`src/rtl/tbps_pkg.sv`:
```
// types and constants shared by the token bucket shaper files
package tbps_pkg;

    localparam int unsigned ID_W    = 32;
    localparam int unsigned TOKEN_W = 16;
    localparam int unsigned OUT_W   = 3;
    localparam int unsigned LEVEL_W = 7;

    // outcome codes
    localparam logic [OUT_W-1:0] OUTCOME_QUEUED        = 3'd0;
    localparam logic [OUT_W-1:0] OUTCOME_DROP_OVERSIZE = 3'd1;
    localparam logic [OUT_W-1:0] OUTCOME_DROP_FULL     = 3'd2;
    localparam logic [OUT_W-1:0] OUTCOME_TOKEN_ADDED   = 3'd3;
    localparam logic [OUT_W-1:0] OUTCOME_TOKEN_DROPPED = 3'd4;

    // event kinds
    localparam logic MODE_ARRIVAL = 1'b0;
    localparam logic MODE_TICK    = 1'b1;

    localparam logic [TOKEN_W-1:0] DEPTH_RESET = 16'd10;

    typedef struct packed {
        logic               mode;
        logic [ID_W-1:0]    packet_id;
        logic [TOKEN_W-1:0] tokens_needed;
    } in_beat_t;

    typedef struct packed {
        logic [OUT_W-1:0]   outcome;
        logic               released;
        logic [ID_W-1:0]    released_id;
        logic [TOKEN_W-1:0] tokens_now;
        logic [LEVEL_W-1:0] queue_level;
    } out_beat_t;

    // one waiting packet
    typedef struct packed {
        logic [TOKEN_W-1:0] need;
        logic [ID_W-1:0]    id;
    } entry_t;

endpackage

```
`src/rtl/token_bucket_packet_shaper.sv`:
```
// top level of the token bucket packet shaper with its waiting queue
//
// usage
// - one event beat on cmd is taken at each rising edge with start high and busy low;
//   busy is always low, so an event may be issued in every cycle
// - an event is a packet arrival (id and token need) or a single token tick
// - every event gives exactly one result beat on result, marked by done for one cycle
// - the event is registered, then evaluated against the bucket and the queue head
//   and the result registered
// - throughput is one event per cycle; the queue head is kept ready by a registered
//   read of the store at the head pointer, with bypass of a same-cycle write
// - the receiver cannot stall: done marks each result beat for one cycle only
// - cfg_wr_en with cfg_wr_data sets bucket_depth, to be written only while idle
// - reset empties the bucket and the queue and sets bucket_depth to ten;
//   the store itself is not cleared, entries are only read once written
// - at most one packet leaves the queue per event
module token_bucket_packet_shaper
    import tbps_pkg::*;
#(
    parameter int unsigned QUEUE_DEPTH = 64
)
(
    input  logic               clk,
    input  logic               rst_n,
    input  logic               start,
    output logic               busy,
    input  in_beat_t           cmd,
    input  logic               cfg_wr_en,
    input  logic [TOKEN_W-1:0] cfg_wr_data,
    output logic               done,
    output out_beat_t          result
);

    localparam int unsigned AW = (QUEUE_DEPTH > 1) ? $clog2(QUEUE_DEPTH) : 1;
    localparam int unsigned LW = $clog2(QUEUE_DEPTH + 1);
    localparam logic [AW-1:0] LAST_IDX = AW'(QUEUE_DEPTH - 1);
    localparam logic [LW-1:0] FULL_LVL = LW'(QUEUE_DEPTH);

    // input register
    logic     in_valid_reg;
    in_beat_t in_reg;

    // shaper state
    logic [TOKEN_W-1:0] depth_reg;
    logic [TOKEN_W-1:0] tokens_reg, tokens_next;
    logic [AW-1:0]      head_reg, head_next;
    logic [AW-1:0]      tail_reg, tail_next;
    logic [LW-1:0]      level_reg, level_next;

    // result register
    logic      done_reg;
    out_beat_t result_reg, result_next;

    // evaluation signals
    logic               is_tick;
    logic               oversize;
    logic               queue_full;
    logic               push;
    logic               pop;
    logic               bucket_room;
    logic [TOKEN_W-1:0] tokens_mid;
    logic [LW-1:0]      level_mid;
    entry_t             arrival;
    entry_t             head_entry;
    entry_t             store_head;
    logic [31:0]        level_wide;

    assign busy = 1'b0;

    always_ff @(posedge clk or negedge rst_n)
    begin
        if (!rst_n)
        begin
            in_valid_reg <= 1'b0;
        end
        else
        begin
            in_valid_reg <= start && !busy;
        end
    end

    always_ff @(posedge clk)
    begin
        if (start && !busy)
        begin
            in_reg <= cmd;
        end
    end

    always_ff @(posedge clk or negedge rst_n)
    begin
        if (!rst_n)
        begin
            depth_reg <= DEPTH_RESET;
        end
        else if (cfg_wr_en)
        begin
            depth_reg <= cfg_wr_data;
        end
    end

    assign arrival.need = in_reg.tokens_needed;
    assign arrival.id   = in_reg.packet_id;

    always_comb
    begin
        is_tick     = (in_reg.mode == MODE_TICK);
        oversize    = (in_reg.tokens_needed > depth_reg);
        queue_full  = (level_reg == FULL_LVL);
        bucket_room = (tokens_reg < depth_reg);
        push        = in_valid_reg && !is_tick && !oversize && !queue_full;

        // tick first, then the head test on the updated bucket
        if (in_valid_reg && is_tick && bucket_room)
        begin
            tokens_mid = tokens_reg + 1'b1;
        end
        else
        begin
            tokens_mid = tokens_reg;
        end
        level_mid = level_reg + LW'(push);

        // empty queue: the packet just arrived is the head
        if (level_reg == '0)
        begin
            head_entry = arrival;
        end
        else
        begin
            head_entry = store_head;
        end

        pop = in_valid_reg && (level_mid != '0) && (head_entry.need <= tokens_mid);

        tokens_next = pop ? (tokens_mid - head_entry.need) : tokens_mid;
        level_next  = level_mid - LW'(pop);

        if (pop)
        begin
            head_next = (head_reg == LAST_IDX) ? '0 : head_reg + 1'b1;
        end
        else
        begin
            head_next = head_reg;
        end

        if (push)
        begin
            tail_next = (tail_reg == LAST_IDX) ? '0 : tail_reg + 1'b1;
        end
        else
        begin
            tail_next = tail_reg;
        end

        if (is_tick)
        begin
            result_next.outcome = bucket_room ? OUTCOME_TOKEN_ADDED : OUTCOME_TOKEN_DROPPED;
        end
        else if (oversize)
        begin
            result_next.outcome = OUTCOME_DROP_OVERSIZE;
        end
        else if (queue_full)
        begin
            result_next.outcome = OUTCOME_DROP_FULL;
        end
        else
        begin
            result_next.outcome = OUTCOME_QUEUED;
        end

        level_wide              = 32'(level_next);
        result_next.released    = pop;
        result_next.released_id = pop ? head_entry.id : '0;
        result_next.tokens_now  = tokens_next;
        result_next.queue_level = level_wide[LEVEL_W-1:0];
    end

    always_ff @(posedge clk or negedge rst_n)
    begin
        if (!rst_n)
        begin
            tokens_reg <= '0;
            head_reg   <= '0;
            tail_reg   <= '0;
            level_reg  <= '0;
            done_reg   <= 1'b0;
        end
        else
        begin
            tokens_reg <= tokens_next;
            head_reg   <= head_next;
            tail_reg   <= tail_next;
            level_reg  <= level_next;
            done_reg   <= in_valid_reg;
        end
    end

    always_ff @(posedge clk)
    begin
        if (in_valid_reg)
        begin
            result_reg <= result_next;
        end
    end

    // store read follows the next head pointer so the head is ready every cycle
    tbps_fifo_ram #(
        .DEPTH (QUEUE_DEPTH),
        .AW    (AW)
    ) u_ram (
        .clk     (clk),
        .wr_en   (push),
        .wr_addr (tail_reg),
        .wr_data (arrival),
        .rd_addr (head_next),
        .rd_data (store_head)
    );

    assign done   = done_reg;
    assign result = result_reg;

endmodule

```
`src/rtl/tbps_fifo_ram.sv`:
```
// waiting packet store: one write port, one registered read port with write bypass
module tbps_fifo_ram
    import tbps_pkg::*;
#(
    parameter int unsigned DEPTH = 64,
    parameter int unsigned AW    = 6
)
(
    input  logic          clk,
    input  logic          wr_en,
    input  logic [AW-1:0] wr_addr,
    input  entry_t        wr_data,
    input  logic [AW-1:0] rd_addr,
    output entry_t        rd_data
);

    entry_t mem [DEPTH];
    entry_t rd_data_reg;

    always_ff @(posedge clk)
    begin
        if (wr_en)
        begin
            mem[wr_addr] <= wr_data;
        end
    end

    // a write to the slot being read shows up at once
    always_ff @(posedge clk)
    begin
        if (wr_en && (wr_addr == rd_addr))
        begin
            rd_data_reg <= wr_data;
        end
        else
        begin
            rd_data_reg <= mem[rd_addr];
        end
    end

    assign rd_data = rd_data_reg;

endmodule

```
`config.mk`:
```
export PLATFORM = sky130hd
export DESIGN_NAME = token_bucket_packet_shaper
export DESIGN_NICKNAME = d
export VERILOG_FILES = /design/src/rtl/tbps_pkg.sv /design/src/rtl/token_bucket_packet_shaper.sv /design/src/rtl/tbps_fifo_ram.sv
export SDC_FILE = /design/constraint.sdc
export NUM_CORES = 2
export LEC_CHECK = 0
export ABC_AREA = 1
export ABC_CLOCK_PERIOD_IN_PS = 9000
export BUFFER_PORTS_ARGS = -buffer_cell sky130_fd_sc_hd__buf_4
export CORE_ASPECT_RATIO = 0.9
export CORE_MARGIN = 8
export CORE_UTILIZATION = 45
export DETAILED_ROUTE_END_ITERATION = 6
export GPL_ROUTABILITY_DRIVEN = 0
export SETUP_SLACK_MARGIN = 0.5
export SLEW_MARGIN = 0
export SYNTH_ARGS = -nofsm -noshare
export SYNTH_HDL_FRONTEND = slang
export SYNTH_SLANG_ARGS = --single-unit
```
`constraint.sdc`:
```
create_clock -name clk -period 9 [get_ports clk]
set_clock_uncertainty 0.2 [all_clocks]
set_input_delay 0 -clock clk [delete_from_list [all_inputs] [get_ports clk]]
set_output_delay 0 -clock clk [all_outputs]
set_load 0.005 [all_outputs]
```
=== Yosys cells after proc, flatten, opt, wreduce, memory -nomap -nowiden ===
Memories as Yosys holds them, arrays and structs flattened. A register that Yosys moved wholly into a read port is not among the register bits.
Cells that the tools add are included.

* Register bits: 161
* Memory bits (writable): 3,072
* Input port bits: 69
* Output and inout port bits: 61
* Word-level logic and storage cells: 52
* Memories: 1

* Add/sub/neg operators: 6
* $lt $le $gt $ge: 3
* Eq/ne operators: 3
* Muxes and demuxes: 12
* Reductions and logical operators: 12

{| class="wikitable"
|+ Memories
! memory !! depth !! bits a word !! read ports !! clocked after memory_dff !! wr ports !! RTL line !! source
|-
| u_ram.mem || 64 || 48 || 1 || 1 || 1 || tbps_fifo_ram.sv:17 || <nowiki>entry_t mem [DEPTH];</nowiki>
|}

{| class="wikitable"
|+ Operators by type and width
! cell !! number
|-
| two-way mux 48 bit || 1
|-
| two-way mux 16 bit || 2
|-
| two-way mux 6 bit || 3
|-
| adder 16 x 1 -> 16 bit, second input constant || 1
|-
| greater-than comparator 16 bit || 1
|-
| less-or-equal comparator 16 bit || 1
|-
| less-than comparator 16 bit || 1
|-
| subtractor 16 bit || 1
|-
| adder 6 x 1 -> 6 bit, second input constant || 2
|-
| equality test 6 bit, second input constant || 2
|-
| adder 7 x 1 -> 7 bit || 1
|-
| equality test 7 bit, second input constant || 1
|-
| logical AND 1 bit || 7
|-
| zero test 7 bit || 1
|-
| nonzero test 7 bit || 1
|-
| subtractor 7 x 1 -> 7 bit || 1
|-
| two-way mux 3 bit || 2
|-
| two-way mux 2 bit || 2
|-
| zero test 1 bit || 3
|-
| two-way mux 1 bit || 2
|}

=== Longest topological paths before layout ===
* Depth in word-level cells: 9
* Gate-level depth with buffers: 29
* Mapped depth without buffers: 28

=== Hierarchy ===
A second synthesis with hierarchy kept.

* Cells, all modules: 10,866
* Area total of the unflattened synthesis: 131,757.6 um^2

{| class="wikitable"
|+ By module, submodules not included
! module !! instances !! cells an instance !! area each (um^2) !! sequential area each (um^2)
|-
| tbps_fifo_ram || 1 || 10,066 || 123,489.7 || 92,368.6
|-
| token_bucket_packet_shaper || 1 || 800 || 8,267.9 || 4,571.9
|}

=== Least setup slack after synthesis ===
No wires, ideal clock.

* Kind: flip-flop to flip-flop
* Start: register in_reg, in the netlist arrival[33]
* End: memory u_ram.mem[15][0] (netlist name) (enable)
* Arrival time: 7.244 ns
* Setup slack: 0.983 ns
* Cell stages (with the launch flop): 13
* Buffers on the path: 0
* Period minus slack after synthesis: 8.017 ns
* Cells stage by stage: edfxtp_1 > ha_1 > a21oi_1 > nor2_1 > a211oi_1 > o221ai_1 > nand2_1 > nand3_1 > nand2_1 > nand3_1 > nor2_1 > clkinv_1 > nor4_1

* Word-level cells in the longest chain between the ends: 6

{| class="wikitable"
|+ Ends and longest elaborated chain
! element !! RTL line !! source
|-
| from (decl) || token_bucket_packet_shaper.sv:41 || <nowiki>in_beat_t in_reg;</nowiki>
|-
| from (signal assigned) || token_bucket_packet_shaper.sv:86 || <nowiki>in_reg <= cmd;</nowiki>
|-
| greater-than comparator 16 bit || token_bucket_packet_shaper.sv:108 || <nowiki>oversize = (in_reg.tokens_needed > depth_reg);</nowiki>
|-
| zero test 1 bit || token_bucket_packet_shaper.sv:111 || <nowiki>push = in_valid_reg && !is_tick && !oversize && !queue_full;</nowiki>
|-
| logical AND 1 bit (2 in a row) || token_bucket_packet_shaper.sv:111 ||
|-
| two-way mux 1 bit || tbps_fifo_ram.sv:22 || <nowiki>if (wr_en)</nowiki>
|-
| two-way mux 1 bit (implied by the code) || tbps_fifo_ram.sv:24 || <nowiki>mem[wr_addr] <= wr_data;</nowiki>
|-
| to (decl) || tbps_fifo_ram.sv:17 ||
|}

No other way between the ends.

==> results.sh <==
export IMPL_crit_buf_inv=3
export IMPL_synth_main_ff_cell="edfxtp_1"
export IMPL_synth_cells=9609
export IMPL_htreeDepth=5
export IMPL_cp_max_fo=305
export IMPL_cpMaxStageDelayCell="nand2_4"
export IMPL_multi_input_area_mm2=0.0280
export IMPL_synth_area_leaders="edfxtp_1 75%, o21ai_0 7.3%, nor2_1 5.9%"
export IMPL_synthesis_area_mm2=0.128
export IMPL_place_port_buffers=128
export IMPL_slew_viol_final=137
export IMPL_cts_tree="built"
export IMPL_dp_cells=13100
export IMPL_die_x_um=578
export IMPL_clk_pin_slew_ns=0.06
export IMPL_critical_path_depth=16
export IMPL_path_class="reg2reg"
export IMPL_finalSetupViolations=0
export IMPL_syn_area_per_cell_um2=13.3
export IMPL_n_fill_cell=23700
export IMPL_initial_utilization_pct=45.1
export IMPL_synth_seq_cells=3239
export IMPL_crit_required_ns=9.37
export IMPL_r2r_worst_path_cells=16
export IMPL_hold_violations=0
export IMPL_hp_class="in2reg"
export IMPL_fin_tns_setup_ns=0
export IMPL_synth_top_cell_area_share_pct=74.5
export IMPL_worstSetupEndpointType="register"
export IMPL_worstSkewPairLatency_ns=0.88
export IMPL_violations="slew limit"
export IMPL_core_area_mm2=0.284
export IMPL_syn_nets=9734
export IMPL_grt_usage_pct=26.7
export IMPL_grt_antenna_before_repair=17
export IMPL_worst_pin_slew_ns=1.73
export IMPL_place_hpwl_um=209000
export IMPL_synth_edf_count=3180
export IMPL_avgViaCountPerCell=6.28
export IMPL_ys_seq_area_share_pct=75.7
export IMPL_overflow=0
export IMPL_cpMostUsedCell="o21ai_0"
export IMPL_synthDistinctLibCells=57
export IMPL_detail_route_antenna_nets=0
export IMPL_synth_commonest_cells="3,180 x edfxtp_1, 2,017 x nor2_1, 1,865 x o21ai_0, 722 x o22ai_1, 390 x clkbuf_1"
export IMPL_drt_first_pass_iters=6
export IMPL_largest_reg_flops=3072
export IMPL_cp_cell_sequence="clkinv_16, buf_12, o21ai_0, o22ai_1, o21ai_0, o22ai_1, o21ai_0, o221ai_1, o21ai_0, ha_1, inv_1, o21ai_0, a221oi_1, nand2_2, nand2_4, nor2_1"
export IMPL_grt_pass1_wl_um=588000
export IMPL_drive_gt1_share_pct=9.05
export IMPL_cts_root_buf="clkbuf_16"
export IMPL_period_needed_ns=7.45
export IMPL_setup_slack_ns=1.55
export IMPL_clkSinkCount=3239
export IMPL_p_per_area_mw_per_mm2=229
export IMPL_synthArstFlopShare_pct=1.64
export IMPL_worstHoldPathCells=2
export IMPL_grt_max_degree=306
export IMPL_wl_per_cell_um=30.4
export IMPL_drc_errors=0
export IMPL_fmax_ghz=0.134
export IMPL_wl_um=419000
export IMPL_relSlewSlack_pct=-15.3
export IMPL_regArea_mm2=0.0970
export IMPL_die_area_mm2=0.302
export IMPL_critical_path_top_delay_family="compound AO/OA/AOI/OAI gates"
export IMPL_area_delta_synth_final_pct=13.4
export IMPL_start_kind="register"
export IMPL_power_leakage_nw=47.5
export IMPL_finalCritPeriodShare_pct=82.7
export IMPL_rsz0062_at_grt="false"
export IMPL_cts_resized=0
export IMPL_critical_path_max_stage_delay_ns=0.97
export IMPL_crit_arrival_ns=7.82
export IMPL_clockBufferDepth=4
export IMPL_ios=130
export IMPL_ys_warn_count=0
export IMPL_drtIter0Drc=14200
export IMPL_vias=86700
export IMPL_ir_worst_vdd_v=0.000172
export IMPL_fin_nets=9912
export IMPL_grt_pass1_vias=80600
export IMPL_stdcell_count=13800
export IMPL_yosys_area_top_type="edfxtp_1"
export IMPL_die_h_um=522
export IMPL_status="complete, but fails checks"
export IMPL_rows=186
export IMPL_cap_viol_max_count=0
export IMPL_synth_most_common_cell="edfxtp_1"
export IMPL_pre_cts_slack_ns=2.02
export IMPL_cts_made_buffers=325
[worst register-to-register path: cells and delay by family, from the launching register on]
kind / cells / cell delay [ns]
flops: 1 / 0.76
compound gates: 9 / 2.32
simple gates: 3 / 1.55
buf+inv: 3 / 2.02
fa+ha+maj: 1 / 0.32
[timing repair]
action / 4_1_cts / 5_1_grt
hold buffers: 168 / 0
hold endpoints to repair: 148 / 0
buffers inserted: 0 / 0
[power breakdown]
group	internal, mW	switching, mW	total (mW)
sequential	16.9	0.121	17.0
combinational	0.769	2.10	2.87
clock	7.69	5.71	13.4
total	25.3	7.93	33.3
[placed cells by master, fill, tap and decap left out, types with 37 or more instances in the layout]
cell type	netlist	routed
nand2_1	274	274
nor2_4	0	62
nand3_1	200	199
buf_4	51	344
clkinv_2	0	45
dlygate4sd3_1	0	167
o21ai_0	1865	1865
clkbuf_1	390	57
edfxtp_1	3180	3180
a21oi_1	61	61
o21ai_1	37	37
o221ai_1	149	149
nor2_1	2017	1955
o22ai_1	722	722
clkbuf_16	0	333
o211ai_1	41	41
clkinv_1	3	83
dfrtp_1	51	50
inv_1	90	85
ha_1	55	55
[cell type report]
type,count,share of cell area [%]
clock buffer,391,5.89
sequential,3239,66.7
antenna,7,0.0121
inverter,96,0.288
tap,3760,3.24
multi-input combinational,5583,19.3
timing repair buffer,542,3.36
clock inverter,179,1.18
[stage by stage]
step | hold slack (ns) | utilization (%) | total power, mW | instance area [um2]
2_1_floorplan | -0.496 | - | 19.0 | 128000
6_report | 0.0277 | 51.1 | 33.3 | 145000
3_5_place_dp | -0.0694 | 46.9 | 20.1 | 133000
4_1_cts | 0.000639 | 51.1 | 33.3 | 145000
5_1_grt | 0.0334 | 51.1 | 34.1 | 145000
3_3_place_gp | -0.0741 | 46.9 | 20.0 | 133000
[worst paths after layout]
path / startpoint / to / slack, ns
setup / recovery: register / result[30]$_SDFFCE_PP0P_ / 1.55
hold / removal: start / arrival[15]$_DFFE_PP_ / 0.03
setup reg to reg: register / result[30]$_SDFFCE_PP0P_ / 1.55
hold reg to reg: head_reg[5]$_DFF_PN0_ / register / 0.30
max in group asynchronous: rst_n / in_valid_reg$_DFF_PN0_ / 7.65
min in group asynchronous: rst_n / done$_DFF_PN0_ / 0.63
[metal layers]
metal	GRT usage (%)	part of all wire, %	wire length [um]
met1	38.6	40	170000
met2	40.3	44	185000
met3	5.55	12	48600
met4	9.26	3.8	16100
met5	0	0.011	45
[logic make-up (layout without fill, tap and decap cells)]
family                     count (synthesis)  count (layout)  synth area share [%]
DFF                                     3239            3239                  75.7
adders and majority gates                 56              56                 0.553
AOI/OAI and AO/OA                       2946            2946                  12.9
xor gates and xnor gates                  34              34                 0.232
buffers and inverters                    787            1208                  2.85
and+or+nand+nor                         2543            2543                  7.75
other                                      1               8               0.00293
muxes                                      3               3                0.0234
Power figures use the tool's default switching activity.
